===== src/rtl/fcc_sat_add.sv =====
// ----------------------------------------------------------------------------
// Fixed-length coin change count: saturating adder
// Unsigned add that clamps at all ones and flags the clamp.
// ----------------------------------------------------------------------------
`default_nettype none

module fcc_sat_add #(
  parameter int WIDTH = 64
) (
  input  wire logic [WIDTH-1:0] a,
  input  wire logic [WIDTH-1:0] b,
  output logic      [WIDTH-1:0] sum,
  output logic                  sat
);

  logic [WIDTH:0] full;

  always_comb begin
    full = {1'b0, a} + {1'b0, b};
    sat  = full[WIDTH];
    sum  = full[WIDTH] ? {WIDTH{1'b1}} : full[WIDTH-1:0];
  end

endmodule

`default_nettype wire


===== config.mk =====
export PLATFORM = sky130hd
export DESIGN_NAME = fcc_sat_add
export DESIGN_NICKNAME = d
export VERILOG_FILES = /design/src/rtl/fcc_sat_add.sv
export SDC_FILE = /design/constraint.sdc
export NUM_CORES = 1
export LEC_CHECK = 0
export BUFFER_PORTS_ARGS = -buffer_cell sky130_fd_sc_hd__buf_2
export CORE_MARGIN = 2
export CORE_UTILIZATION = 50
export DETAILED_ROUTE_END_ITERATION = 16
export PLACE_DENSITY = 0.83
export RECOVER_POWER = 50
export SLEW_MARGIN = 30
export SYNTH_ARGS = -nofsm -noshare
export SYNTH_HDL_FRONTEND = slang
export SYNTH_SLANG_ARGS = --single-unit

===== constraint.sdc =====
create_clock -name vclk -period 3.8
set_clock_uncertainty 0.1 [all_clocks]
set_input_delay 0.19 -clock vclk [all_inputs]
set_output_delay 0.19 -clock vclk [all_outputs]
set_load 0.02 [all_outputs]

Word level (Yosys, flattened, before mapping)
Cells that the tools add are included.
Widths: inputs -> output; s select.
- flip-flop bits (word level): 0
- input bits: 128
- logic and storage cells: 2
- add/sub/neg operators: 1
- muxes and demuxes: 1
- operators with widths (operator ; number):
    $add 64x64->65 ; 1
    $mux 64 ; 1

Logic depth before layout (Yosys ltp)
Gate-level depths: netlist of the first run.
- depth after elaboration: 2
- gate-level depth with buffers: 13

Worst setup path before layout of the first run
Ideal clock, no wire load.
- kind: input-to-output
- start point: input a[0]
- end point: output sum[58]
- data arrival time: 2.776 ns
- path slack: 0.734 ns
- cell stages on the path: 10
- buffers on the path: 0
- cell sequence: ha_1 > fa_1 > a211oi_1 > o211ai_1 > a21oi_1 > o21ai_1 > a21boi_0 > o21ai_1 > a31o_2 > o211ai_1
- cells in the longest elaborated chain, start to end: 2
- RTL lines (what ; line ; RTL):
    from (decl) ; 10 ; input wire logic [WIDTH-1:0] a,
    $add 64x64->65 ; 19 ; full = {1'b0, a} + {1'b0, b};
    $mux 64 ; 21 ; sum = full[WIDTH] ? {WIDTH{1'b1}} : full[WIDTH-1:0];
    to (decl) ; 12 ; output logic [WIDTH-1:0] sum,
Every way passes these cells.

Final worst setup path of the first run
- start point: input a[0]
- end point: output sum[35]
The elaborated chain is that of the path after synthesis.

==> impl_metrics.ini, run 1 <==
[status]
status = completed

[sta]
hold_viol = 0
post-route-period-util = 0.9413
relSlewSlack = 0.5283
setup_tns_ns = 0
rsz0062_at_grt = false
setup-violations-final = 0
slew_viol_final = 0
layout_min_cycle_time_ns = 3.577
max_freq_mhz = 279.6
worst_slew_pin_slew_ns = 0.7011

[placed_design]
port_buffers = 193
dpl.hpwl_um = 11930
placed_area_um2 = 5403
place.gp.congestion = 0.9498

[worst_hold_path]
min_path_cells = 4
hold_start = b[0]
hp-class = input pin to output pin
holdPathEnd = sum[0]

[drt]
via_count = 5725
dr.pass1.iters = 5
ant_nets = 0
drt-wirelength-per-cell_um = 14.80
via_per_inst = 6.033
wl_um = 14050
drc_errors = 0
drt_iter0_markers = 321

[global_route]
grt_pass1_vias = 5117
grt_max_degree = 36
antenna_found_initial = 0
grt.overflow.total = 0
grt_use_total = 0.2690
grt_pass1_wl_um = 22700

[worst_setup_path]
worstPathArrival_ns = 3.29
start_kind = input pin
end_kind = output pin
cp_max_fo = 30
required_ns = 3.51
timing.setup.critical_path_class = input pin to output pin

[synth]
ys_top_cells_by_count = a21oi_1, ha_1, nand2_1, nand2_2, nor2_1
yosysUniqueCellTypes = 53
synth_top_area_frac = 0.1820
yosys.cell_count.top_type = a21oi_1
synthCells = 673
syn_area_um2 = 4399
yosys_warnings = 0
yosys.area.top_type = ha_1
synth.net_count = 866
synthesis.area_per_instance_um2 = 6.537
synth_area_leaders = ha_1, a21oi_1, nand2_2
yosysSeqAreaShare = 0

[floorplan]
dieArea_um2 = 9565
die_w_um = 97.80
coreArea_um2 = 8636
die_h_um = 97.80
start_util = 0.5094
rows = 34
ios = 193

[finish]
clkbuf_count = 0
nNetsFinal = 1036
fin_area_um2 = 5351
antenna_cells = 0
drive_gt1_frac = 0.2818
seq_cells = 0
area_delta_synth_final_pct = 21.64
final-seq-area_um2 = 0

[clocking]
hold_buffers = 0
post_cts_resized = 0
cts_setup_buffers = 0

[power_and_ir_drop]
p_leak_uw = 0.002543
power.density_nw_per_um2 = 247.3
vdd_ir_drop_max_mv = 0.1656

[run]
max-cap-violations = 0
cell type report:
cell class         instances  area (um2)
well taps                108       135.1
fillers                  889        3284
repair buffers           205        1028
inverters                 25       93.84
multi-input cells        611        4094
cells by family after synthesis:
logic type | Yosys count | share of synthesized area
fa+ha+maj | 65 | 0.1866
compound gates | 238 | 0.3296
simple gates | 247 | 0.2921
buf+inv | 62 | 0.06939
xor+xnor | 58 | 0.1155
mux | 3 | 0.006826
worst max-delay path: stages:
cell and delay (ns):
buf_2 0.10, ha_1 0.23, fa_1 0.43, a211oi_1 0.30, o211ai_1 0.18, nand3_1 0.14
a21oi_1 0.09, or3_1 0.42, a31oi_4 0.21, nor2_1 0.10, o21ai_4 0.16, buf_4 0.40
o31ai_1 0.14, buf_2 0.18
how the worst max path moves through the flow:
| stage | from | to | cells past startpoint |
|---|---|---|---|
| 5_1_grt | a[46] | sum[35] | 13 |
| 4_1_cts | a[0] | sum[35] | 14 |
| 6_report | a[0] | sum[35] | 14 |
| 3_3_place_gp | a[0] | sum[35] | 14 |
| 2_1_floorplan | a[0] | sum[58] | 10 |
| 3_5_place_dp | a[0] | sum[35] | 14 |
power by group:
| part | internal [uW] | switching [uW] | leakage (uW) |
|---|---|---|---|
| logic | 489 | 835 | 0.00254 |
| registers | 0 | 0 | 0 |
| clock network | 0 | 0 | 0 |
| total | 489 | 835 | 0.00254 |
cell usage in the layout (no fill, tap or decap), drive strengths merged, types with 25 or more instances in the layout:
master | Yosys | layout
o21ai | 51 | 51
buf | 19 | 178
nor2 | 44 | 44
nand4 | 33 | 33
nand2 | 109 | 109
clkbuf | 18 | 27
a21oi | 91 | 91
inv | 25 | 25
xnor2 | 33 | 33
xor2 | 25 | 25
ha | 64 | 64
routing by layer:
metal	vias up	wire [um]	global-route usage	share of wire
met2	283	6725	0.4775	0.48
met5	-	0	0	0
li1	2814	-	-	-
met4	0	255	0.04487	0.018
met1	2603	5991	0.3668	0.43
met3	25	1078	0.01360	0.077
stage by stage:
step                hold slack [ns]    util  total power [uW]  instances  setup slack [ns]
floorplan                    0.5714       -             957.6        673            0.7344
global placement             0.6850  0.6256              1315        949            0.3251
detailed placement           0.7041  0.6256              1328        949            0.2412
CTS                          0.7069  0.6256              1334        949            0.2174
global route                 0.7288  0.6197              1438        949           0.02966
finish                       0.6954  0.6197              1324        949            0.2231
Power figures use the tool's default switching activity.
==> inputs of run 2 (changes only) <==
BUFFER_PORTS_ARGS = default   (was -buffer_cell sky130_fd_sc_hd__buf_2)
DONT_BUFFER_PORTS = 1   (was default)
PLACE_DENSITY = 0.63   (was 0.83)
==> impl_metrics.ini, run 2 (synthesis gave the netlist of run 1 again) <==
[status]
status = completed

[floorplan]
die_h_um = 97.80
coreArea_um2 = 8636
rows = 34
ios = 193
die_w_um = 97.80
start_util = 0.5094
dieArea_um2 = 9565

[placed_design]
dp_worst_setup_slack_ns = 0.4179
dpl.hpwl_um = 10870
place.gp.congestion = 0.9208
dp.cells = 752
port_buffers = 0

[drt]
via_per_inst = 6.383
wl_um = 12740
via_count = 4800
drt_iter0_markers = 231
drc_errors = 0
ant_nets = 0
drt-wirelength-per-cell_um = 16.94
dr.pass1.iters = 5

[sta]
fin_ws_ns = 0.3462
setup-violations-final = 0
setup_tns_ns = 0
max_freq_mhz = 289.5
relSlewSlack = 0.6014
rsz0062_at_grt = false
hold_viol = 0
slew_viol_final = 0
layout_min_cycle_time_ns = 3.454
post-route-period-util = 0.9089
worst_slew_pin_slew_ns = 0.5964

[power_and_ir_drop]
p_leak_uw = 0.001855
power.density_nw_per_um2 = 253.3
vdd_ir_drop_max_mv = 0.1031
report.power.total_uw = 1097

[finish]
clkbuf_count = 0
final-seq-area_um2 = 0
seq_cells = 0
fin_cells = 752
antenna_cells = 0
area_delta_synth_final_pct = -1.507
nNetsFinal = 839
fill_cells = 928
final_common_cell = a21oi_1
final_cell_mix = a21oi_1, nand2_1, ha_1, nor2_1, o21ai_0
multi_input_area_um2 = 4019
drive_gt1_frac = 0.05435

[clocking]
hold_buffers = 0
post_cts_resized = 0
cts_setup_buffers = 0

[global_route]
grt_max_degree = 34
grt_pass1_vias = 4231
grt_pass1_wl_um = 20070
grt_use_total = 0.2382
grt.overflow.total = 0
antenna_found_initial = 0

[worst_hold_path]
hp-class = input pin to output pin

[worst_setup_path]
end_kind = output pin
timing.setup.critical_path_class = input pin to output pin
start_kind = input pin
required_ns = 3.51
cp_max_fo = 3
worstPathArrival_ns = 3.16

[run]
max-cap-violations = 0
run 2: cell types whose count changed in the layout (fill, tap and decap cells not counted), sizes merged:
cell    delta
clkbuf    -27
buf      -170
run 2: layout make-up:
cell class,instances,share of cell area
multi-input combinational,611,0.9275
timing repair buffer,8,0.01964
tap,108,0.03119
inverter,25,0.02166
run 2: final timing paths:
kind,startpoint,end,slack [ns],cells after the start
min,b[0],sum[0],0.58,2
max,a[0],sum[54],0.35,11
run 2: report_power, final:
group / switching, uW / total [uW] / internal, uW
clock network: 0 / 0 / 0
logic: 752 / 1100 / 346
registers: 0 / 0 / 0
total: 752 / 1100 / 346
run 2: routing by layer:
layer | part of all wire | vias to the layer above | global-route usage
li1 | - | 2417 | -
met1 | 0.47 | 2185 | 0.3537
met2 | 0.46 | 192 | 0.4064
met3 | 0.061 | 6 | 0.006442
met4 | 0.0043 | 0 | 0.009615
met5 | 0 | - | 0
run 2: worst max-delay path: stages:
cell	delay, ns
ha_1	0.21
fa_1	0.43
a211oi_1	0.33
o211ai_1	0.16
a21oi_1	0.22
o21ai_1	0.16
a221oi_1	0.54
nor3_1	0.11
o211ai_1	0.25
mux2i_1	0.12
o21ai_1	0.44
run 2: per-stage QoR:
stage / util / cell area (um2) / hold WS (ns)
after floorplan: - / 4399 / 0.5714
after global placement: 0.5117 / 4419 / 0.5815
after detailed placement: 0.5117 / 4419 / 0.5852
after CTS: 0.5117 / 4419 / 0.5872
after global routing: 0.5017 / 4333 / 0.6295
final: 0.5017 / 4333 / 0.5814
